<file path="config.mk">
export PLATFORM = sky130hd
export DESIGN_NAME = twu_front
export DESIGN_NICKNAME = d
export VERILOG_FILES = /design/src/hw/rtl/twu_pkg.sv /design/src/hw/rtl/twu_front.sv
export SDC_FILE = /design/constraint.sdc
export NUM_CORES = 1
export LEC_CHECK = 0
export BUFFER_PORTS_ARGS = -buffer_cell sky130_fd_sc_hd__buf_2
export CORE_ASPECT_RATIO = 1.4
export CORE_UTILIZATION = 50
export CTS_BUF_LIST = sky130_fd_sc_hd__clkbuf_8
export CTS_CLUSTER_DIAMETER = 80
export DETAILED_ROUTE_END_ITERATION = 8
export GPL_TIMING_DRIVEN = 1
export PLACE_DENSITY = 0.76
export SYNTH_ARGS = -nofsm -noshare
export SYNTH_HDL_FRONTEND = slang
export SYNTH_SLANG_ARGS = --single-unit
</file>
<file path="constraint.sdc">
create_clock -name clock -period 14 [get_ports clock]
set_input_delay 2.1 -clock clock [delete_from_list [all_inputs] [get_ports clock]]
set_output_delay 2.1 -clock clock [all_outputs]
set_load 0.01 [all_outputs]
</file>
<file path="src/hw/rtl/twu_pkg.sv">
package twu_pkg;

   localparam int BIN_BITS       = 22;
   localparam int PART_BITS      = 32;
   localparam int QUEUE_DEPTH    = 4;
   localparam int CSR_INDEX_BITS = 4;

   localparam logic [CSR_INDEX_BITS-1:0] CSR_BAND_START  = 4'd0;
   localparam logic [CSR_INDEX_BITS-1:0] CSR_BAND_END    = 4'd1;
   localparam logic [CSR_INDEX_BITS-1:0] CSR_NOISE_START = 4'd2;
   localparam logic [CSR_INDEX_BITS-1:0] CSR_NOISE_END   = 4'd3;

   localparam logic [1:0] WIN_ZERO = 2'd0;
   localparam logic [1:0] WIN_ONE  = 2'd1;
   localparam logic [1:0] WIN_RISE = 2'd2;
   localparam logic [1:0] WIN_FALL = 2'd3;

   localparam logic [31:0] SIN_C4 = 32'd172272;
   localparam logic [31:0] SIN_C3 = 32'd5026995;
   localparam logic [31:0] SIN_C2 = 32'd85569306;
   localparam logic [31:0] SIN_C1 = 32'd693598668;
   localparam logic [31:0] SIN_C0 = 32'd1686629713;

   typedef struct packed {
      logic [BIN_BITS-1:0]         bin_index;
      logic signed [PART_BITS-1:0] main_real;
      logic signed [PART_BITS-1:0] main_imag;
      logic signed [PART_BITS-1:0] resid_real;
      logic signed [PART_BITS-1:0] resid_imag;
      logic [PART_BITS-1:0]        noise_power;
   } req_item_type;

   typedef struct packed {
      logic [BIN_BITS-1:0]         out_bin;
      logic signed [PART_BITS-1:0] white_main_real;
      logic signed [PART_BITS-1:0] white_main_imag;
      logic signed [PART_BITS-1:0] white_resid_real;
      logic signed [PART_BITS-1:0] white_resid_imag;
      logic                        bad_noise;
   } rsp_item_type;

   typedef struct packed {
      logic [BIN_BITS-1:0]            bin;
      logic [3:0][PART_BITS-1:0]      parts;
      logic [PART_BITS-1:0]           noise_power;
      logic                           live;
      logic                           bad;
      logic [1:0]                     kind;
      logic [BIN_BITS-1:0]            span;
      logic [BIN_BITS-1:0]            num;
   } cls_item_type;

   typedef struct packed {
      logic empty;
      logic almost_full;
   } queue_status_type;

endpackage

</file>
<file path="src/hw/rtl/twu_front.sv">
module twu_front (
   input  logic                                  clock,
   input  logic                                  reset,
   input  logic                                  start,
   output logic                                  busy,
   input  twu_pkg::req_item_type                 req_item,
   input  logic                                  csr_valid,
   output logic                                  csr_ready,
   input  logic [twu_pkg::CSR_INDEX_BITS-1:0]    csr_index,
   input  logic [twu_pkg::BIN_BITS-1:0]          csr_data,
   input  twu_pkg::queue_status_type             q_stat,
   output logic                                  push,
   output twu_pkg::cls_item_type                 push_item
);

   localparam int B = twu_pkg::BIN_BITS;

   logic [B-1:0] band_start_ff, band_end_ff, noise_start_ff, noise_end_ff;
   logic         valid_ff, valid_in;
   twu_pkg::cls_item_type item_ff, item_in;

   logic [B-1:0] n_w, span_w;
   logic [B+4:0] t1_w, t2_w, tn_w, mag_w;
   logic         in_band, in_noise, zero_power, accept;

   assign csr_ready = 1'b1;
   assign busy      = q_stat.almost_full;
   assign accept    = start && !busy;

   always_ff @(posedge clock) begin
      if (reset) begin
         band_start_ff  <= '0;
         band_end_ff    <= '1;
         noise_start_ff <= '0;
         noise_end_ff   <= '1;
      end else if (csr_valid && csr_ready) begin
         case (csr_index)
            twu_pkg::CSR_BAND_START:  band_start_ff  <= csr_data;
            twu_pkg::CSR_BAND_END:    band_end_ff    <= csr_data;
            twu_pkg::CSR_NOISE_START: noise_start_ff <= csr_data;
            twu_pkg::CSR_NOISE_END:   noise_end_ff   <= csr_data;
            default: ;
         endcase
      end
   end

   always_comb begin
      in_band    = (req_item.bin_index >= band_start_ff) && (req_item.bin_index < band_end_ff);
      in_noise   = (req_item.bin_index >= noise_start_ff) && (req_item.bin_index < noise_end_ff);
      zero_power = (req_item.noise_power == '0);
      n_w        = req_item.bin_index - band_start_ff;
      span_w     = band_end_ff - band_start_ff - 1'b1;
      t1_w       = ({5'b0, n_w} + 1'b1) * 5'd20;
      t2_w       = {5'b0, span_w} * 5'd19;
      tn_w       = {5'b0, n_w} * 5'd20;
      mag_w      = (tn_w >= t2_w) ? (tn_w - t2_w) : (t2_w - tn_w);

      item_in.bin         = req_item.bin_index;
      item_in.parts[0]    = req_item.main_real;
      item_in.parts[1]    = req_item.main_imag;
      item_in.parts[2]    = req_item.resid_real;
      item_in.parts[3]    = req_item.resid_imag;
      item_in.noise_power = req_item.noise_power;
      item_in.live        = in_noise && !zero_power;
      item_in.bad         = in_noise && zero_power;
      item_in.span        = span_w;
      item_in.num         = '0;
      item_in.kind        = twu_pkg::WIN_ZERO;
      if (!in_band) begin
         item_in.kind = twu_pkg::WIN_ZERO;
      end else if (span_w == '0) begin
         item_in.kind = twu_pkg::WIN_ONE;
      end else if (t1_w <= {5'b0, span_w}) begin
         item_in.kind = twu_pkg::WIN_RISE;
         item_in.num  = tn_w[B-1:0];
      end else if (t1_w <= t2_w) begin
         item_in.kind = twu_pkg::WIN_ONE;
      end else if (mag_w >= {5'b0, span_w}) begin
         item_in.kind = twu_pkg::WIN_ZERO;
      end else begin
         item_in.kind = twu_pkg::WIN_FALL;
         item_in.num  = mag_w[B-1:0];
      end
      valid_in = accept;
   end

   always_ff @(posedge clock) begin
      if (reset) begin
         valid_ff <= 1'b0;
      end else begin
         valid_ff <= valid_in;
      end
   end

   always_ff @(posedge clock) begin
      if (accept) begin
         item_ff <= item_in;
      end
   end

   assign push      = valid_ff;
   assign push_item = item_ff;

endmodule

</file>
; ---- Yosys cells after proc, flatten, opt, wreduce, memory -nomap -nowiden
; Cells that the tools add are included.
[word_totals]
regBits = 319
word_cells = 63
[classes]
n_addsub = 6
multipliers = 3
order_cmp = 8
eq_ne = 3
n_mux = 8
n_bitwise = 1
reduce_logical = 16
[op_table]
columns = op, count
row1 = $mux W22, 3
row2 = $sub A27 B27 Y27, 2
row3 = $ge A22 B22 Y1, 2
row4 = $lt A22 B22 Y1, 2
row5 = $sub A22 B22 Y22, 2
row6 = $logic_not A32 Y1, 1
row7 = $ge A27 B22 Y1, 1
row8 = $ge A27 B27 Y1, 1
row9 = $le A27 B22 Y1, 1
row10 = $le A27 B27 Y1, 1
row11 = $mul A22 B5 Y27 const B, 1
row12 = $mux W27, 1
row13 = $mul A22 B3 Y25 const B, 1
row14 = $mul A23 B3 Y25 const B, 1
row15 = $add A22 B1 Y23 const B, 1
row16 = $logic_not A22 Y1, 1
row17 = $sub A22 B1 Y22 const B, 1
row18 = $eq A4 B2 Y1 const B, 2
row19 = $reduce_and A2 Y1, 4
row20 = $mux W2, 3
row21 = $logic_and A1 B1 Y1, 5
row22 = $reduce_or A5 Y1, 1
row23 = $eq A4 B1 Y1 const B, 1
row24 = $logic_not A4 Y1, 1
row25 = other kinds (4), 5

; ---- Longest topological paths before layout
; Gate-level depths: netlist of run 1.
[logic_depth]
depth_word = 10
mapped_depth = 58
ltp_nobuf = 54

; ---- Worst setup path before layout of run 1
; OpenSTA, ideal clock, no wires.
[synth_timing]
path_kind = input port to flip-flop
startpoint = in q_stat[0] in the netlist's numbering
endpoint = reg item_ff (netlist bit push_item[0]) (enable)
arrival_time_ns = 12.294
t_required_ns = 13.143
slack_ns = 0.849
stages = 1
path_buffers = 0
cell_sequence = nor2b_1
[synth_via]
elab_chain_len = 2
[synth_rtl]
columns = item, line_no
row1 = "start, declared", twu_front.sv:11  ; input twu_pkg::queue_status_type q_stat,
row2 = $logic_not A1 Y1, twu_front.sv:28  ; assign accept = start && !busy;
row3 = $logic_and A1 B1 Y1, twu_front.sv:28
row4 = "end signal, assigned", twu_front.sv:97  ; item_ff <= item_in;
row5 = "end, declared", twu_front.sv:20  ; twu_pkg::cls_item_type item_ff, item_in;
; Every way passes these cells.
; A chain may end at the register's enable or synchronous reset.

; ---- Worst setup path after layout of run 1
[layout_timing]
startpoint = in req_item[160] in the netlist's numbering
endpoint = reg item_ff (netlist bit push_item[7]) (data pin)
[layout_via]
elab_chain_len = 8
word_cells_on_any_way = 19
[layout_rtl]
columns = item, line_no
row1 = "start, declared", twu_front.sv:6  ; input twu_pkg::req_item_type req_item,
row2 = $sub A22 B22 Y22, twu_front.sv:51  ; n_w = req_item.bin_index - band_start_ff;
row3 = $mul A22 B3 Y25, twu_front.sv:55  ; tn_w = {5'b0, n_w} * 5'd20;
row4 = $sub A27 B27 Y27 or $ge A27 B27 Y1 (tied branches), twu_front.sv:56  ; mag_w = (tn_w >= t2_w) ? (tn_w - t2_w) : (t2_w - tn_w);
row5 = $mux W27, twu_front.sv:56
row6 = $ge A27 B22 Y1, twu_front.sv:78  ; end else if (mag_w >= {5'b0, span_w}) begin
row7 = $mux W22, twu_front.sv:78
row8 = $mux W22, twu_front.sv:76  ; end else if (t1_w <= t2_w) begin
row9 = $mux W22, twu_front.sv:73  ; end else if (t1_w <= {5'b0, span_w}) begin
; Parallel ways exist; a longest one is shown, timed or not.

==> out/results.tsv, run 1 <==
metric	value	unit
grt_max_degree	171	
synth-seq-cells	319	
endpoint_kind	register	
synth_compound_area_frac	0.164	
status	finished clean	
hpwl	54200	um
stdcell_count	3555	
route.vias.total	20000	
antenna_left	0	
rows	93	
dr.pass1.iters	5	
route.detailed.drc	0	
grt_pass1_wl	102000	um
first_iter_violations	1152	
whs	0.455	ns
worst-endpoint-required	14.34	ns
cts.sinks	319	
synthCells	2432	
cts-hold-fix-buffers	0	
cts_root_buf	clkbuf_8	
min_path_type	reg2reg	
die_area	47500	um2
worstHoldPathCells	2	
pwr_density_cell	222	nW/um2
cp_slowest_cell	or4_1	
postSynth.asyncResetShare	0	
synth-simple-area-share	0.145	
avgSynthCellArea	9.58	um2
grt_pass1_vias	20500	
setup_violations	0	
grt-ovfl-total	0	
ys_warn_count	0	
antenna_found_initial	1	
yosysTopAreaCell	edfxtp_1	
cts_setup_buffers	0	
worst_pin_slew	1.04	ns
synthMuxAreaShare	0.00692	
synth_enable_flop_cells	230	
io_buffers	444	
routed_via_density	5.62	
fillCellCount	4028	
critPathKind	in2reg	
initial_core_util	0.507	
fin_skew	0.0133	ns
track_usage	0.276	
critical-path-max-stage-delay	0.55	ns
path_common_cell	ha_1	
finalHoldViolations	0	
syn2layout_area_growth	17.3	%
die_x	184	um
cts.repair.resized	0	
rsz0062_at_grt	false	
slew_viol_final	0	
slew_headroom	0.304	
yosysTopAreaCellShare	0.296	
setup_tns	0	ns
seq_area_frac_synth	0.373	
die_h	257	um
period_share	0.903	
core-area	46000	um2
dp_cells	3462	
synthAdderAreaFrac	0.200	
syn_area	23300	um2
critPathMaxFanout	17	
synth_top_family_by_area	adder cells	
finalCriticalPeriod	12.65	ns
power_leakage	12.9	nW
drive_gt1_frac	0.197	
cp.arrival	12.99	ns
vdd_ir_drop_max	0.150	mV
io_pins	447	
worstSetupStartpointType	primary input	
fmax	79.1	MHz
cts_tree	done	
final_core_util	0.595	
clkLatencyLatePin	0.64	ns
cap_violations	0	
path_clk_slew	0.06	ns
htreeDepth	2	
synth.area.top_cells	edfxtp_1, ha_1, dfxtp_1	
ff2ff_path_depth	50	
synth_flop_cell	edfxtp_1	
cts.path.max_buffers	3	
numCtsBuffers	50	
routed_wl	66600	um
wl_per_cell	18.7	um
syn-num-nets	3007	
nets	3472	
yosysUniqueCellTypes	84	
gp_congestion	0.967	
synth_xor_area_frac	0.0587	
-- metal layers --
layer,up-vias,wire [um],part of all wire,global-route usage
li1,9703,-,-,-
met1,9393,25000,0.38,0.284
met2,670,34600,0.52,0.519
met3,210,3010,0.045,0.0376
met4,0,3980,0.060,0.168
met5,-,0,0,0
-- critical path: cells and delay by family --
family | cells | cell delay, ns
compound gates | 18 | 4.35
xor+xnor | 3 | 0.96
fa+ha+maj | 6 | 1.94
buf+inv | 7 | 1.05
simple gates | 12 | 2.50
-- area by class of cell --
type                            count  area, um2  share of cell area
Multi-Input combinational cell   1800      13400               0.491
Clock buffer                       56        771              0.0282
Antenna cell                        1       2.50           0.0000915
Sequential cell                   319       8690               0.318
Clock inverter                     36        279              0.0102
Tap cell                          617        772              0.0282
Inverter                          254        953              0.0349
Timing Repair Buffer              472       2440              0.0894
-- synthesized netlist by cell type (50+ instances only) --
master	count
ha_1	345
inv_1	253
xor2_1	58
a21o_1	109
edfxtp_1	230
a21oi_1	202
o21ai_0	85
nand2_1	270
xnor2_1	92
dfxtp_1	89
nor2_1	95
nand3b_1	52
clkbuf_1	50
-- path summary, 6_finish.rpt --
kind,start,end,slack (ns)
setup / recovery,req_item[160],push_item[7],1.35
hold / removal,noise_start_ff[13],noise_start_ff[13],0.45
setup reg to reg,band_start_ff[1],push_item[7],1.39
hold reg to reg,noise_start_ff[13],noise_start_ff[13],0.45
-- placed cells by master, fill, tap and decap left out, drive strengths merged, types with 6 or more instances in the layout --
master / instances
nand2: 270
nor2: 95
a211o: 6
dfxtp: 89
o211ai: 10
ha: 345
clkinv: 10
mux2i: 12
and2: 7
xor2: 59
o21bai: 18
a21oi: 202
nand3: 47
o2111ai: 8
a31oi: 16
nor3: 30
a211oi: 18
o21ai: 87
buf: 472
o21a: 24
edfxtp: 230
nor2b: 28
o22ai: 23
nand4: 46
xnor2: 93
o31ai: 11
nand3b: 52
a21o: 109
fa: 16
nand2b: 29
and3: 10
clkbuf: 56
inv: 276
o31a: 7
or2: 9
or3: 17
nor4: 23
-- metrics by stage --
step / worst slack, ns / cell area [um2] / total power, mW
after floorplan: 0.849 / 23300 / 4.10
after global placement: 0.942 / 26300 / 5.12
after detailed placement: 0.845 / 26300 / 5.17
after CTS: 1.48 / 27300 / 6.01
after global routing: 0.791 / 27300 / 6.52
final: 1.35 / 27300 / 6.06
-- flip-flops by register name, summed over array words and instances (netlist names) --
register and flops:
noise_end_ff 22, push_item 230, noise_start_ff 22, band_end_ff 22
push 1, band_start_ff 22
-- report_power, final --
part | switching [mW] | internal, mW
clock network | 0.367 | 0.445
registers | 0.0130 | 1.07
logic | 2.57 | 1.59
total | 2.95 | 3.11
-- cell families after synthesis --
family / Yosys count
compound gates: 586
xor+xnor: 153
buf+inv: 313
other cells: 1
fa+ha+maj: 363
flops: 319
simple gates: 682
mux: 15
(Power assumes the default switching activity.)
==> run 2, diff against run 1 <==
- GPL_TIMING_DRIVEN: 1 -> 0
- SETUP_SLACK_MARGIN: unset -> 0.05
==> run 2 against run 1 <==
  * Sequential cell count is the same
  * Die area is the same
  * Utilization grew 0.24 points
  * Hold slack gained 0.00073 ns
  * Clock power shrank 5.1%
  * Combinational power is essentially flat
  * Via count grew 0.86%
  * Total power shrank 0.39%
  * Clock-buffer cell count is the same
  * Critical path depth grew 2
  * Clock skew grew 0.018 ns
  * Worst setup slack lost 0.74 ns
  * Largest cell class unchanged
==> out/results.tsv, run 2 (synthesis results as in run 1) <==
metric	value	unit
status	finished clean	
dp_cells	3498	
hpwl	56900	um
r2r_slack	0.62	ns
grt_pass1_vias	20800	
path_clk_slew	0.06	ns
grt_max_degree	42	
fin_skew	0.0309	ns
stdcell_count	3587	
finalHoldViolations	0	
numCtsBuffers	49	
dr.pass1.iters	6	
worst-endpoint-required	14.34	ns
p_sw_frac	0.495	
endpoint_kind	register	
setup_violations	0	
crit_start	req_item[160]	
wl_per_cell	19.3	um
rsz0062_at_grt	false	
final_common_cell	buf_2	
htreeDepth	2	
p_int	3.05	mW
cap_violations	0	
critPathMaxFanout	10	
period_share	0.956	
slew_viol_final	0	
pwr_density_cell	220	nW/um2
die_x	184	um
nets	3506	
routed_via_density	5.62	
path_common_cell	o21a_1	
critical-path-max-stage-delay	0.54	ns
fmax	74.7	MHz
cts.path.max_buffers	3	
timing.rr.start	band_start_ff[1]	
fin_area	27400	um2
most-common-layout-cells	buf_2, ha_1, nand2_1	
io_buffers	443	
worst-path-stages	48	
crit_family	compound AO/OA/AOI/OAI gates	
worstSetupStartpointType	primary input	
initial_core_util	0.507	
min_path_type	reg2reg	
io_pins	447	
antenna_left	0	
combPwrFrac	0.693	
worst_pin_slew	1.31	ns
route.detailed.drc	0	
drive_gt1_frac	0.191	
grt_pass1_wl	106000	um
cts_tree	done	
cp_slowest_cell	or4_1	
route.vias.total	20100	
core-area	46000	um2
largest_reg_flops	230	
vdd_ir_drop_max	0.164	mV
post-place-ws	-0.551	ns
p_clk_frac	0.127	
fillCellCount	4002	
die_h	257	um
die_area	47500	um2
first_iter_violations	1075	
cp.arrival	13.72	ns
syn2layout_area_growth	17.8	%
gp_congestion	0.990	
track_usage	0.289	
clkLatencyLatePin	0.64	ns
routed_wl	69100	um
power_frac_seq	0.180	
critPathKind	in2reg	
slew_headroom	0.122	
cp-endpoint	push_item[21]	
place_area	26400	um2
timing.rr.end	push_item[21]	
ff2ff_path_depth	51	
cts_root_buf	clkbuf_8	
power_leakage	12.9	nW
grt-ovfl-total	0	
cts.sinks	319	
final.setup.worst_slack	0.616	ns
path_buf_inv	7	
switchingPower	2.99	mW
antenna_found_initial	1	
finalCriticalPeriod	13.38	ns
rows	93	
run 2: metal layers:
layer / up-vias / routed length [um] / share of wire / global-route usage
met1: 9491 / 25500 / 0.37 / 0.299
met4: 0 / 4050 / 0.059 / 0.175
li1: 9773 / - / - / -
met5: - / 0 / 0 / 0
met2: 678 / 36300 / 0.53 / 0.543
met3: 205 / 3210 / 0.046 / 0.0382
run 2: power groups by stage:
stage	Combinational, mW	Sequential, mW	Clock (mW)
3_3_place_gp	4.05	1.12	0
3_5_place_dp	4.08	1.11	0
2_1_floorplan	2.95	1.14	0
6_report	4.18	1.09	0.770
5_1_grt	4.57	1.09	0.830
4_1_cts	4.11	1.09	0.793
run 2: worst min-delay path by stage:
stage                            startpoint                 to  slack (ns)  depth (start not counted)
after floorplan           band_start_ff[10]  band_start_ff[10]        0.44                          2
after global placement    noise_start_ff[1]  noise_start_ff[1]        0.44                          2
after detailed placement  noise_start_ff[6]  noise_start_ff[6]        0.45                          2
after CTS                 noise_start_ff[6]  noise_start_ff[6]        0.46                          2
after global routing       band_start_ff[5]   band_start_ff[5]        0.47                          2
final                     band_start_ff[17]  band_start_ff[17]        0.46                          2
run 2: stage by stage:
| stage | setup TNS (ns) | power, mW | utilization | hold slack [ns] |
|---|---|---|---|---|
| 5_1_grt | 0 | 6.50 | 0.597 | 0.473 |
| 3_5_place_dp | -8.38 | 5.19 | 0.575 | 0.447 |
| 6_report | 0 | 6.04 | 0.597 | 0.455 |
| 4_1_cts | 0 | 5.99 | 0.597 | 0.456 |
| 2_1_floorplan | 0 | 4.10 | - | 0.436 |
| 3_3_place_gp | -640.11 | 5.17 | 0.572 | 0.441 |
run 2: what timing repair did:
action                     4_1_cts  5_1_grt
gates cloned                     0        0
buffers inserted                 0        0
gates resized for setup          2        8
hold buffers                     0        0
setup endpoints to repair        3       24
run 2: layout make-up:
type                            count  area, um2  share of cell area
Clock buffer                       56        771              0.0281
Inverter                          254        953              0.0347
Sequential cell                   319       8690               0.317
Antenna cell                        1       2.50           0.0000912
Tap cell                          617        772              0.0281
Buffer                             58        258             0.00939
Multi-Input combinational cell   1800      13500               0.490
Clock inverter                     33        206             0.00752
Timing Repair Buffer              449       2340              0.0851
run 2: worst register-to-register path, delay by kind of cell (launching register included):
family / cells / cell delay [ns]
AO/OA/AOI/OAI: 26 / 5.99
XOR/XNOR: 4 / 1.44
adder cells (fa/ha/maj): 6 / 2.00
buffers and inverters: 6 / 1.50
flip-flops: 1 / 0.41
AND/OR/NAND/NOR: 9 / 1.74
