`config.mk`:
```
export PLATFORM = sky130hd
export DESIGN_NAME = twu_queue
export DESIGN_NICKNAME = d
export VERILOG_FILES = /design/src/hw/rtl/twu_pkg.sv /design/src/hw/rtl/twu_queue.sv
export SDC_FILE = /design/constraint.sdc
export NUM_CORES = 1
export LEC_CHECK = 0
export BUFFER_PORTS_ARGS = -buffer_cell sky130_fd_sc_hd__buf_2
export CORE_UTILIZATION = 35
export DETAILED_ROUTE_END_ITERATION = 8
export SLEW_MARGIN = 15
export SYNTH_ARGS = -nofsm -noshare
export SYNTH_HDL_FRONTEND = slang
export SYNTH_SLANG_ARGS = --single-unit
```
`constraint.sdc`:
```
create_clock -name clock -period 14.3 [get_ports clock]
set_input_delay 2.145 -clock clock [delete_from_list [all_inputs] [get_ports clock]]
set_output_delay 2.145 -clock clock [all_outputs]
set_load 0.02 [all_outputs]
```
`src/hw/rtl/twu_pkg.sv`:
```
package twu_pkg;

   localparam int BIN_BITS       = 22;
   localparam int PART_BITS      = 32;
   localparam int QUEUE_DEPTH    = 4;
   localparam int CSR_INDEX_BITS = 4;

   localparam logic [CSR_INDEX_BITS-1:0] CSR_BAND_START  = 4'd0;
   localparam logic [CSR_INDEX_BITS-1:0] CSR_BAND_END    = 4'd1;
   localparam logic [CSR_INDEX_BITS-1:0] CSR_NOISE_START = 4'd2;
   localparam logic [CSR_INDEX_BITS-1:0] CSR_NOISE_END   = 4'd3;

   localparam logic [1:0] WIN_ZERO = 2'd0;
   localparam logic [1:0] WIN_ONE  = 2'd1;
   localparam logic [1:0] WIN_RISE = 2'd2;
   localparam logic [1:0] WIN_FALL = 2'd3;

   localparam logic [31:0] SIN_C4 = 32'd172272;
   localparam logic [31:0] SIN_C3 = 32'd5026995;
   localparam logic [31:0] SIN_C2 = 32'd85569306;
   localparam logic [31:0] SIN_C1 = 32'd693598668;
   localparam logic [31:0] SIN_C0 = 32'd1686629713;

   typedef struct packed {
      logic [BIN_BITS-1:0]         bin_index;
      logic signed [PART_BITS-1:0] main_real;
      logic signed [PART_BITS-1:0] main_imag;
      logic signed [PART_BITS-1:0] resid_real;
      logic signed [PART_BITS-1:0] resid_imag;
      logic [PART_BITS-1:0]        noise_power;
   } req_item_type;

   typedef struct packed {
      logic [BIN_BITS-1:0]         out_bin;
      logic signed [PART_BITS-1:0] white_main_real;
      logic signed [PART_BITS-1:0] white_main_imag;
      logic signed [PART_BITS-1:0] white_resid_real;
      logic signed [PART_BITS-1:0] white_resid_imag;
      logic                        bad_noise;
   } rsp_item_type;

   typedef struct packed {
      logic [BIN_BITS-1:0]            bin;
      logic [3:0][PART_BITS-1:0]      parts;
      logic [PART_BITS-1:0]           noise_power;
      logic                           live;
      logic                           bad;
      logic [1:0]                     kind;
      logic [BIN_BITS-1:0]            span;
      logic [BIN_BITS-1:0]            num;
   } cls_item_type;

   typedef struct packed {
      logic empty;
      logic almost_full;
   } queue_status_type;

endpackage

```
`src/hw/rtl/twu_queue.sv`:
```
module twu_queue #(
   parameter int DEPTH = twu_pkg::QUEUE_DEPTH
) (
   input  logic                       clock,
   input  logic                       reset,
   input  logic                       push,
   input  twu_pkg::cls_item_type      push_item,
   input  logic                       pop,
   output twu_pkg::cls_item_type      head,
   output twu_pkg::queue_status_type  stat
);

   localparam int PTR_BITS = (DEPTH > 1) ? $clog2(DEPTH) : 1;
   localparam int CNT_BITS = $clog2(DEPTH + 1);
   localparam logic [PTR_BITS-1:0] LAST_PTR = PTR_BITS'(DEPTH - 1);
   localparam logic [CNT_BITS-1:0] ALMOST   = CNT_BITS'(DEPTH - 1);

   twu_pkg::cls_item_type entries_ff [DEPTH];
   logic [PTR_BITS-1:0] wr_ptr_ff, wr_ptr_in;
   logic [PTR_BITS-1:0] rd_ptr_ff, rd_ptr_in;
   logic [CNT_BITS-1:0] count_ff, count_in;
   logic                do_push, do_pop;

   assign do_push = push && (count_ff != CNT_BITS'(DEPTH));
   assign do_pop  = pop && (count_ff != '0);

   always_comb begin
      wr_ptr_in = wr_ptr_ff;
      rd_ptr_in = rd_ptr_ff;
      count_in  = count_ff;
      if (do_push) begin
         wr_ptr_in = (wr_ptr_ff == LAST_PTR) ? '0 : wr_ptr_ff + 1'b1;
      end
      if (do_pop) begin
         rd_ptr_in = (rd_ptr_ff == LAST_PTR) ? '0 : rd_ptr_ff + 1'b1;
      end
      if (do_push && !do_pop) begin
         count_in = count_ff + 1'b1;
      end else if (do_pop && !do_push) begin
         count_in = count_ff - 1'b1;
      end
   end

   always_ff @(posedge clock) begin
      if (reset) begin
         wr_ptr_ff <= '0;
         rd_ptr_ff <= '0;
         count_ff  <= '0;
      end else begin
         wr_ptr_ff <= wr_ptr_in;
         rd_ptr_ff <= rd_ptr_in;
         count_ff  <= count_in;
      end
   end

   always_ff @(posedge clock) begin
      if (do_push) begin
         entries_ff[wr_ptr_ff] <= push_item;
      end
   end

   assign head             = entries_ff[rd_ptr_ff];
   assign stat.empty       = (count_ff == '0);
   assign stat.almost_full = (count_ff >= ALMOST);

endmodule

```
# After elaboration in Yosys (flattened, before gate mapping)
# Memories as Yosys holds them, arrays and structs flattened. A register that Yosys moved wholly into a read port is not among the register bits.
# Index checks and enable logic that the tools add are counted.
# word_totals
in_bits	234
ff_bits	7
memories	1
latch_bits	0
output_inout_bits	232
ramBits	920
rom_bits	0
word_cells	29
# mem_list
memory	words	width	rd	rd_ports_with_merged_regs	wr	line_no	source
entries_ff	4	230	1	1	1	twu_queue.sv:18	twu_pkg::cls_item_type entries_ff [DEPTH];
# classes
n_reduce_logical	9
mux	8
n_eq_ne	3
n_mul	0
n_bitwise	0
addsub	4
n_shift	0
div	0
n_lt_le_gt_ge	1
# op_table
op	n
2-bit two-way mux	4
3-bit two-way mux	2
2-bit by 1-bit adder with 2-bit output (second input constant)	2
2-bit == test (second input constant)	2
1-bit logical AND	4
3-bit by 1-bit adder with 3-bit output (second input constant)	1
3-bit by 2-bit >= comparator with 1-bit output (second input constant)	1
3-bit zero test	1
3-bit != test (second input constant)	1
3-bit nonzero test	1
3-bit by 1-bit subtractor with 3-bit output (second input constant)	1
1-bit zero test	2
1-bit two-way mux	2
2-bit nonzero test	1

# Depth between registers and ports, before layout
# Gate-level depths: netlist of the first run.
# logic_depth
word_depth	6
ltp_mapped	8
mapped_depth_nobuf	8

# Least setup slack after synthesis of the first run
# OpenSTA, ideal clock, no wires.
# synth_path
path_type	input to register
startpoint	in push
endpoint	mem entries_ff[0][0] (netlist name) (enable)
arrival_ps	7682
n_path_buf	0
stages	2
setup_time_ps	619
slack_ps	5999
cell_sequence	a21boi_2 > and2_1
# synth_via
elab_chain_cells	3
# synth_lines
item	line_no	source
from (decl)	twu_queue.sv:6	input logic push,
1-bit logical AND	twu_queue.sv:24	assign do_push = push && (count_ff != CNT_BITS'(DEPTH));
1-bit two-way mux	twu_queue.sv:57	if (do_push) begin
1-bit two-way mux (implied by the code)	twu_queue.sv:58	entries_ff[wr_ptr_ff] <= push_item;
to (decl)	twu_queue.sv:18	
# No other way between the ends.

==> results of run 1 <==
## worst min path at each step
stage                 startpoint           end  slack, ns  depth (start not counted)
floorplan           rd_ptr_ff[0]     flip-flop       0.46                          2
global placement    wr_ptr_ff[1]  wr_ptr_ff[1]       0.49                          2
detailed placement  rd_ptr_ff[0]     flip-flop       0.53                          2
CTS                 wr_ptr_ff[1]  wr_ptr_ff[1]       0.54                          2
global route        wr_ptr_ff[1]  wr_ptr_ff[1]       0.56                          2
finish              wr_ptr_ff[1]  wr_ptr_ff[1]       0.53                          2
## state kept, by name (all words and copies together) (netlist names), named ones only
signal      cells
wr_ptr_ff       2
entries_ff    920
count_ff        3
rd_ptr_ff       2
## power by group through the flow
stage	Combinational, mW	Sequential, mW	Clock [mW]
5_1_grt	1.74	3.43	2.48
2_1_floorplan	1.21	3.48	0
3_3_place_gp	1.66	3.45	0
3_5_place_dp	1.67	3.47	0
4_1_cts	1.68	3.41	2.39
6_report	1.63	3.40	2.32
## cells by family after synthesis
family / count (synthesis) / share of synthesized area (%)
buffers and inverters: 56 / 1.81
flip-flops: 929 / 82.1
AND/OR/NAND/NOR: 16 / 0.244
XOR/XNOR: 2 / 0.0517
adder cells (fa/ha/maj): 7 / 0.281
AO/OA/AOI/OAI: 6 / 0.122
multiplexers: 234 / 15.4
## metrics by stage
step           instances  instance area, sq um  worst slack [ns]  hold WS [ns]
5_1_grt             3119                 40300              7.10         0.565
6_report            3122                 40300              7.66         0.534
2_1_floorplan       1250                 33900              6.00         0.463
3_3_place_gp        2944                 37400              8.16         0.490
3_5_place_dp        2944                 37400              8.12         0.533
4_1_cts             3119                 40300              7.36         0.544
## routing by layer
metal,GRT usage [%],up-vias
li1,-,6515
met1,16.3,7814
met3,4.90,128
met5,0,-
met4,3.65,26
met2,23.7,434
## placed cells by master (no fill, tap or decap), types with 2 or more instances in the layout
| master | n |
|---|---|
| inv_1 | 3 |
| edfxtp_1 | 920 |
| buf_12 | 3 |
| dfxtp_4 | 2 |
| bufinv_16 | 5 |
| clkinv_8 | 5 |
| or3_1 | 2 |
| buf_4 | 14 |
| ha_1 | 6 |
| a21oi_1 | 2 |
| mux4_2 | 230 |
| inv_6 | 2 |
| clkinvlp_4 | 5 |
| clkinv_2 | 16 |
| clkbuf_1 | 25 |
| and2_4 | 4 |
| nand2b_1 | 2 |
| dfxtp_1 | 7 |
| clkinv_1 | 21 |
| clkbuf_16 | 96 |
| nor3_1 | 2 |
| buf_2 | 465 |
| xor2_1 | 2 |
| mux2i_1 | 3 |
| nor2_1 | 5 |
| diode_2 | 3 |
## worst max-delay path: stages (launching register included)
cell and delay (ns):
dfxtp_4 0.64, buf_4 0.58, buf_4 0.75, buf_4 0.89, mux4_2 0.64, buf_2 0.18
## area by class of cell
cell class	count	area (sq um)
Antenna cell	3	7.51
Clock buffer	121	2500
Clock inverter	54	445
Fill cell	8253	55100
Inverter	3	11.3
Multi-Input combinational cell	265	5470
Sequential cell	929	27800
Tap cell	1265	1580
Timing Repair Buffer	482	2490
==> metrics.md, run 1 <==
| Metric | Value |
|---|---|
| Status | `finished clean` |
| Die outline height | `313 um` |
| Unrepaired setup endpoints after global routing | `no` |
| Average routed wire per standard cell | `21.7 um` |
| Critical path class | `flip-flop to output pin` |
| Internal power contribution | `5.29 mW` |
| CTS hold repair buffers | `0` |
| Initial cell density of the core | `35.5%` |
| Slew @ Worst Pin | `1.05 ns` |
| Final WL | `67700 um` |
| Seq cells post-synth | `929` |
| Pin count of the biggest net entering global routing | `130` |
| Number of top-level pins | `466` |
| Cell type with the largest total area after synthesis | `edfxtp_1` |
| Data arrival time of the critical path | `4.50 ns` |
| Startpoint Class | `flip-flop` |
| Nets in the synthesized netlist | `1491` |
| Number of DRC violations after detailed routing | `0` |
| CTS resizes | `0` |
| Number of placement rows | `113` |
| Final core utilization | `42.2%` |
| Number of antenna violations at the first check in global routing | `14` |
| Max Cap Violations | `0` |
| Total iterations of the first detailed-routing run | `5` |
| Flop pwr share | `46.3%` |
| Metal-1 WL | `25900 um` |
| Total Nets Final | `2017` |
| Total design power | `7.35 mW` |
| Total of endpoints with negative setup slack in the final report | `0` |
| CTS Buf Count | `95` |
| # clock sinks | `929` |
| Post-Synthesis Mean Instance Area | `27.1 sq um` |
| DRT iter0 DRCs | `1145` |
| Minimum period implied by the final worst setup slack | `6.64 ns` |
| Area of the core | `95400 sq um` |
| Post-route clock skew | `0.0335 ns` |
| Part of the power in combinational logic | `22.2%` |
| Buffer depth of the longest clock path | `3` |
| Horizontal die dimension | `313 um` |
| Slack of the worst reg-to-reg path | `10.40 ns` |
| Post-synthesis async set-or-reset flop share | `0%` |
| Area of the die | `98000 sq um` |
| Top layer used by detailed routing | `met5` |
| Detailed-route vias per instance | `4.78` |
| Clock root cell | `clkbuf_16` |
| Global-route wire length before repair | `101000 um` |
| # port buffers | `465` |
| Total length of routed met3 wires | `5140 um` |
| Worst slew margin | `30.0%` |
| Clock network fraction of total power | `31.6%` |
| WP data required | `12.15 ns` |
| Cell types with the largest area share after synthesis | `edfxtp_1, mux4_2, buf_12` |
| Post-synth EDFFs | `920` |
| Max Clock Freq | `151 MHz` |
| Portion of the post-synthesis area used by sequential elements | `82.1%` |
| Switch share | `28.0%` |
| Most common flop cell mapped by yosys | `edfxtp_1` |
| Synth warn | `0` |
| Reported leakage power | `13.2 nW` |
| Most instantiated cells after synthesis | `edfxtp_1, mux4_2, buf_12` |
| Vias in the first global route | `16200` |
| Netlist cell types | `25` |
| Biggest fanout along the worst timing path | `51` |
| Instance count of the mapped netlist | `1250` |
| Maximum level of the CTS H-tree | `3` |
| Total standard cell area after synthesis | `33900 sq um` |
| Share of post-route cells with drive strength above 1 | `45.8%` |
| TritonCTS clock tree | `done` |
| Final setup TNS | `0 ns` |
| Clk slew on worst S/H paths | `0.06 ns` |
| Final clock period utilization by the worst path | `46.5%` |
| Reg-to-reg critical path startpoint | `count_ff[0]` |
| Termination of the worst setup path | `head[190]` |
| Via count | `14900` |
| Most repeated cell in the gate-level netlist after synthesis | `edfxtp_1` |
| Post-CTS setup buffer count | `0` |
| Clock latency reported for the late side of the worst-skew pair | `0.67 ns` |
| Crit end category | `output pin` |
| Total GRT Usage | `13.8%` |
| Final HPWL from detailed placement | `41400 um` |
| Layout Area Growth over Synthesis | `19.0%` |
| Final GP Congestion | `0.716` |
| Min-delay worst type | `flip-flop to flip-flop` |
| Pwr dens | `182 nW/um^2` |
| Total met2 wirelength after detailed routing | `35200 um` |
| Number of slew-limit violations in the final report | `0` |
| Final global-route overflow total | `0` |
| Capture point of the worst reg-to-reg path | `entries_ff[0][103]` |
| Worst Reg-to-Reg Cells | `5` |
| Worst vdd rail ir drop | `0.000126 V` |
| Yosys top cell area share | `81.5%` |
| ANT nets after route | `0` |
| Sw power | `2.06 mW` |
| Final hold viol count | `0` |
No activity file was read; power rests on OpenSTA's default activity.
==> run 2: changes to the inputs <==
clock period = 6.9 ns   (was 14.3 ns; I/O delays follow)
==> metrics.md, run 2 (synthesis gave the netlist of run 1 again) <==
| Metric | Value |
|---|---|
| Status | `finished clean` |
| Final hold viol count | `0 (unchanged)` |
| Average routed wire per standard cell | `21.7 um (+0.17%)` |
| Via count | `15100 (+1.2%)` |
| Total Nets Final | `2019 (+0.099%)` |
| Total iterations of the first detailed-routing run | `4 (-1)` |
| Worst vdd rail ir drop | `0.000305 V (+140%)` |
| Slack of the worst reg-to-reg path | `3.79 ns (-6.61 ns)` |
| Global-route wire length before repair | `101000 um (+0.25%)` |
| Register with the highest flop count | `entries_ff` |
| Reported leakage power | `13.3 nW (+0.87%)` |
| Number of placement rows | `113 (unchanged)` |
| Leading cell type in the layout, fill and taps excluded | `edfxtp_1` |
| Pin count of the biggest net entering global routing | `133 (+2.3%)` |
| Final clock period utilization by the worst path | `61.8%` |
| CTS hold repair buffers | `0 (unchanged)` |
| Horizontal die dimension | `313 um (unchanged)` |
| Post-route clock skew | `0.0252 ns (-0.00830 ns)` |
| Sw power | `4.27 mW (+110%)` |
| Final setup TNS | `0 ns (unchanged)` |
| Max Clock Freq | `234 MHz` |
| Top Registers | `entries_ff (920), count_ff (3)` |
| Final global-route overflow total | `0 (unchanged)` |
| Initial cell density of the core | `35.5% (unchanged)` |
| WP data required | `5.86 ns (-6.29 ns)` |
| CTS Buf Count | `98 (+3.2%)` |
| Max Cap Violations | `0 (unchanged)` |
| TritonCTS clock tree | `done` |
| Finished Layout Cells | `3126 (+0.13%)` |
| # port buffers | `465 (unchanged)` |
| Placement-stage worst setup slack | `3.32 ns (-4.79 ns)` |
| Area of the core | `95400 sq um (unchanged)` |
| Critical path class | `flip-flop to output pin` |
| Worst slew margin | `12.4% (-18 points)` |
| Worst Reg-to-Reg Cells | `4 (-1)` |
| Final HPWL from detailed placement | `39700 um (-4.2%)` |
| Part of the power in combinational logic | `21.7% (-0.5 points)` |
| Pwr dens | `382 nW/um^2 (+110%)` |
| Layout Area Growth over Synthesis | `19.8%` |
| Capture point of the worst reg-to-reg path | `entries_ff[2][219]` |
| Share of post-route cells with drive strength above 1 | `45.9% (+0.063 points)` |
| Post-placement cell count | `2943 (-0.034%)` |
| Reg-to-reg critical path startpoint | `count_ff[0]` |
| Flip-flop count of the largest register, all copies and words added | `920 (unchanged)` |
| # clock sinks | `929 (unchanged)` |
| Number of top-level pins | `466 (unchanged)` |
| Number of slew-limit violations in the final report | `0 (unchanged)` |
| Buffer depth of the longest clock path | `3 (unchanged)` |
| Unrepaired setup endpoints after global routing | `no` |
| Clock network fraction of total power | `32.5% (+0.9 points)` |
| Total of endpoints with negative setup slack in the final report | `0 (unchanged)` |
| Die outline height | `313 um (unchanged)` |
| Commonest non-fill, non-tap cells in the layout | `edfxtp_1, buf_2, mux4_2, clkbuf_16, clkbuf_1` |
| Post-CTS setup buffer count | `0 (unchanged)` |
| Total GRT Usage | `13.8% (+0.051 points)` |
| Biggest fanout along the worst timing path | `125 (+150%)` |
| Final GP Congestion | `0.719 (+0.48%)` |
| Data arrival time of the critical path | `3.23 ns (-1.27 ns)` |
| Clk slew on worst S/H paths | `0.06 ns (about the same)` |
| DRT iter0 DRCs | `940 (-18%)` |
| Flop pwr share | `45.7% (-0.6 points)` |
| Number of antenna violations at the first check in global routing | `13 (-1)` |
| Clock latency reported for the late side of the worst-skew pair | `0.66 ns (about the same)` |
| Detailed-route vias per instance | `4.83 (+1.0%)` |
| Area of the die | `98000 sq um (unchanged)` |
| Startpoint of the worst hold path | `rd_ptr_ff[0]` |
| Minimum period implied by the final worst setup slack | `4.26 ns` |
| Slew @ Worst Pin | `1.31 ns (+0.264 ns)` |
| Crit end category | `output pin` |
| Clock root cell | `clkbuf_16` |
| Switch share | `27.6% (-0.43 points)` |
| Min-delay worst type | `flip-flop to flip-flop` |
| Final worst hold slack | `0.510 ns (-0.0241 ns)` |
| Startpoint Class | `flip-flop` |
| Number of DRC violations after detailed routing | `0 (unchanged)` |
| Maximum level of the CTS H-tree | `3 (unchanged)` |
| Worst Slack Setup Final | `2.64 ns (-5.02 ns)` |
| CTS resizes | `0 (unchanged)` |
| Internal power contribution | `11.2 mW (+110%)` |
| ANT nets after route | `0 (unchanged)` |
| Number of fill cells in the layout | `8243 (-0.12%)` |
| Final WL | `67900 um (+0.30%)` |
| Vias in the first global route | `16200 (+0.46%)` |
| Hold Path Cell Cnt | `2 (unchanged)` |
[run 2: power groups by stage]
stage / Combinational, mW / Sequential [mW] / Clock (mW)
2_1_floorplan: 2.52 / 7.13 / 0
4_1_cts: 3.47 / 7.10 / 5.20
6_report: 3.37 / 7.08 / 5.04
3_5_place_dp: 3.46 / 7.21 / 0
5_1_grt: 3.59 / 7.15 / 5.41
3_3_place_gp: 3.45 / 7.17 / 0
[run 2: area by class of cell]
type | instances | area, sq um | area share, %
sequential | 929 | 27800 | 68.6
multi-input combinational | 265 | 5470 | 13.5
clock buffer | 126 | 2620 | 6.46
timing repair buffer | 481 | 2570 | 6.34
tap | 1265 | 1580 | 3.90
clock inverter | 54 | 497 | 1.22
inverter | 3 | 11.3 | 0.0278
antenna | 3 | 7.51 | 0.0185
[run 2: layer usage]
metal	GRT usage [%]	part of all wire [%]	wire [um]
met1	16.5	38	25900
met3	4.67	7.5	5130
met5	0	0.18	122
met4	4.24	2.1	1430
met2	23.6	52	35300
[run 2: how the worst max path moves through the flow]
stage                     startpoint               end  slack [ns]  cells past startpoint
after detailed placement   flip-flop          head[59]        3.32                      3
final                      flip-flop         head[215]        2.64                      3
after global placement     flip-flop         head[144]        3.34                      3
after CTS                  flip-flop          head[59]        2.57                      3
after global routing       flip-flop          head[59]        2.48                      3
after floorplan                 push  entries_ff[0][0]        2.29                      2
[run 2: critical path, cell delays in order (launching register included)]
cell     delay [ns]
dfxtp_4        0.95
buf_12         0.49
mux4_2         0.45
buf_2          0.18
[run 2: metrics by stage]
stage	util (%)	total power, mW	cell area (sq um)
after floorplan	-	9.65	33900
after detailed placement	39.2	10.7	37400
after global placement	39.2	10.6	37400
after global routing	42.5	16.1	40600
final	42.5	15.5	40600
after CTS	42.5	15.8	40600
==> run 3: changes to the inputs <==
ABC_AREA = 1   (was default)
clock period = 3.7 ns   (was 6.9 ns; I/O delays follow)
==> metrics.md, run 3 <==
| Metric | Value |
|---|---|
| Leading cell type in the layout, fill and taps excluded | `edfxtp_1` |
| WP data required | `3.14 ns (-2.72 ns)` |
| Area of all placed cells without fillers | `41900 sq um (+3.3%)` |
| Biggest fanout along the worst timing path | `191 (+53%)` |
| Number of placement rows | `114 (+0.88%)` |
| Met1 routing resource usage after global routing | `19.9% (+3.5 points)` |
| Horizontal die dimension | `316 um (+0.86%)` |
| Via count | `20700 (+37%)` |
| DRT iter0 DRCs | `1409 (+50%)` |
| CTS Buf Count | `97 (-1.0%)` |
| CTS hold repair buffers | `0 (unchanged)` |
| Seq cells post-synth | `929 (unchanged)` |
| Post-synth EDFFs | `920 (unchanged)` |
| Final core utilization | `43.1% (+0.63 points)` |
| TritonCTS clock tree | `done` |
| Layout Area Growth over Synthesis | `21.6%` |
| Global-route track usage on met3 | `3.19% (-1.5 points)` |
| Commonest non-fill, non-tap cells in the layout | `edfxtp_1, nor2_1, buf_2, o21ai_0, o22ai_1` |
| Number of top-level pins | `466 (unchanged)` |
| Post-Synthesis Mean Instance Area | `15.0 sq um (-45%)` |
| Sw power | `10.8 mW (+150%)` |
| Most instantiated cells after synthesis | `edfxtp_1, nor2_1, o21ai_0` |
| Pin count of the biggest net entering global routing | `192 (+44%)` |
| ANT nets after route | `0 (unchanged)` |
| Placement-stage worst setup slack | `1.17 ns (-2.16 ns)` |
| Average routed wire per standard cell | `19.9 um (-8.5%)` |
| Most common flop cell mapped by yosys | `edfxtp_1` |
| Netlist cell types | `20 (-20%)` |
| Unrepaired setup endpoints after global routing | `no` |
| Total of endpoints with negative setup slack in the final report | `0 (unchanged)` |
| Number of slew-limit violations in the final report | `0 (unchanged)` |
| Top Registers | `entries_ff (920), count_ff (3)` |
| Final GP Congestion | `0.774 (+7.6%)` |
| Maximum single-stage delay on the critical path | `0.50 ns (-0.45 ns)` |
| Synth warn | `0 (unchanged)` |
| Cell type with the largest total area after synthesis | `edfxtp_1` |
| Post-synthesis async set-or-reset flop share | `0% (unchanged)` |
| Final hold viol count | `0 (unchanged)` |
| Slack of the worst reg-to-reg path | `1.53 ns (-2.26 ns)` |
| Minimum period implied by the final worst setup slack | `3.19 ns` |
| Internal power contribution | `21.4 mW (+91%)` |
| Slew @ Worst Pin | `0.782 ns (-0.531 ns)` |
| Part of the power in combinational logic | `28.7% (+7.0 points)` |
| Pwr dens | `769 nW/um^2 (+100%)` |
| Area of the core | `97100 sq um (+1.8%)` |
| Number of DRC violations after detailed routing | `0 (unchanged)` |
| CTS resizes | `0 (unchanged)` |
| Vias in the first global route | `20100 (+24%)` |
| # port buffers | `465 (unchanged)` |
| Clock latency reported for the late side of the worst-skew pair | `0.66 ns (about the same)` |
| Final HPWL from detailed placement | `50700 um (+28%)` |
| Total design power | `32.2 mW (+110%)` |
| Share of post-route cells with drive strength above 1 | `24.4% (-21 points)` |
| Portion of the post-synthesis area used by sequential elements | `80.7% (-1.4 points)` |
| Buffer depth of the longest clock path | `3 (unchanged)` |
| Critical path class | `flip-flop to output pin` |
| Worst Slack Setup Final | `0.510 ns (-2.13 ns)` |
| Worst slew margin | `47.8% (+35 points)` |
| Final WL | `82500 um (+21%)` |
| Max Cap Violations | `0 (unchanged)` |
| Finished Layout Cells | `4150 (+33%)` |
| GRT busiest layer | `met2` |
| Startpoint Class | `flip-flop` |
| Min-delay worst type | `input pin to flip-flop` |
| Register with the highest flop count | `entries_ff` |
| Clock root cell | `clkbuf_16` |
| Reported leakage power | `14.5 nW (+8.7%)` |
| Die outline height | `316 um (+0.86%)` |
| Clk slew on worst S/H paths | `0.06 ns (about the same)` |
| Dpl cell area | `38600 sq um (+3.1%)` |
| Post-placement cell count | `3960 (+35%)` |
| Most repeated cell in the gate-level netlist after synthesis | `edfxtp_1` |
| Yosys top cell area share | `80.2% (-1.4 points)` |
| # clock sinks | `929 (unchanged)` |
| Final setup TNS | `0 ns (unchanged)` |
| Flop pwr share | `40.5% (-5.2 points)` |
| Switch share | `33.5% (+5.9 points)` |
| Routing usage on met2 | `27.8% (+4.3 points)` |
| Nets in the synthesized netlist | `2536 (+70%)` |
| Crit end category | `output pin` |
| Area of the die | `99700 sq um (+1.7%)` |
| Critical path's top delay family | `buffers and inverters` |
| Initial cell density of the core | `35.5% (about the same)` |
| Data arrival time of the critical path | `2.64 ns (-0.59 ns)` |
| Post-CTS setup buffer count | `0 (unchanged)` |
| Slowest cell on the critical path | `inv_16` |
| Global-route wire length before repair | `123000 um (+21%)` |
| Clock network fraction of total power | `30.8% (-1.7 points)` |
| Post-route clock skew | `0.0225 ns (-0.00275 ns)` |
| Final global-route overflow total | `0 (unchanged)` |
| Number of antenna violations at the first check in global routing | `18 (+5)` |
| Final worst hold slack | `0.119 ns (-0.391 ns)` |
| Cell types with the largest area share after synthesis | `edfxtp_1, nor2_1, o21ai_0` |
| Instance count of the mapped netlist | `2295 (+84%)` |
| Buffers & Inverters on Critical Path | `3 (+1)` |
| Total standard cell area after synthesis | `34500 sq um (+1.7%)` |
| Flip-flop count of the largest register, all copies and words added | `920 (unchanged)` |
| Status | `finished clean` |
| List of cells traversed by the critical path | `inv_16, buf_4, o21ai_1, o22ai_1, buf_2` |
| Final clock period utilization by the worst path | `86.2%` |
| Worst vdd rail ir drop | `0.000565 V (+85%)` |
| Max Clock Freq | `313 MHz` |
| Maximum level of the CTS H-tree | `3 (unchanged)` |
| Total GRT Usage | `16.1% (+2.3 points)` |
| Total iterations of the first detailed-routing run | `5 (+1)` |
| Detailed-route vias per instance | `5.00 (+3.5%)` |
| Total Nets Final | `3024 (+50%)` |
==> run 3: changes by cell type in the layout (fill, tap and decap cells not counted), sizes merged, moves of 15 or more <==
cell / before / now
buf: 481 / 540
nand2: 1 / 16
o22ai: 0 / 230
mux4: 230 / 0
o21ai: 1 / 462
inv: 5 / 20
clkbuf: 126 / 111
nor2: 5 / 474
==> run 3: power groups by stage <==
stage               combinational (mW)  sequential, mW  clock [mW]
floorplan                         5.80            13.3           0
global placement                  9.32            13.3           0
detailed placement                9.36            13.3           0
CTS                               9.39            13.1        10.1
global route                      9.97            13.1        10.5
finish                            9.23            13.1        9.92
==> run 3: layer usage <==
| layer | part of all wire [%] | vias up | wire, um |
|---|---|---|---|
| met5 | 0.068 | - | 56 |
| met4 | 2.7 | 10 | 2200 |
| met3 | 5.5 | 123 | 4540 |
| met2 | 51 | 533 | 42200 |
| met1 | 41 | 10300 | 33500 |
| li1 | - | 9743 | - |
==> run 3: final cells by class <==
type	instances	area, sq um
sequential	929	27800
timing repair buffer	540	3330
clock inverter	68	761
fill	8695	55200
inverter	17	87.6
multi-input combinational	1198	5790
tap	1276	1600
antenna	11	27.5
clock buffer	111	2500
==> run 3: kinds of logic (layout without fill, tap and decap cells) <==
kind of cell | count (synthesis) | count (layout) | synth area share (%)
AOI/OAI and AO/OA | 696 | 696 | 10.9
DFF | 929 | 929 | 80.7
other | 0 | 11 | 0
adders and majority gates | 7 | 7 | 0.276
and+or+nand+nor | 495 | 495 | 5.43
buffers and inverters | 168 | 736 | 2.68
==> run 3: worst paths after layout <==
check | from | end | depth (start not counted)
setup / recovery | flip-flop | head[35] | 5
hold / removal | push_item[89] | entries_ff[1][89] | 1
setup reg to reg | count_ff[0] | entries_ff[1][72] | 6
hold reg to reg | count_ff[0] | count_ff[0] | 1
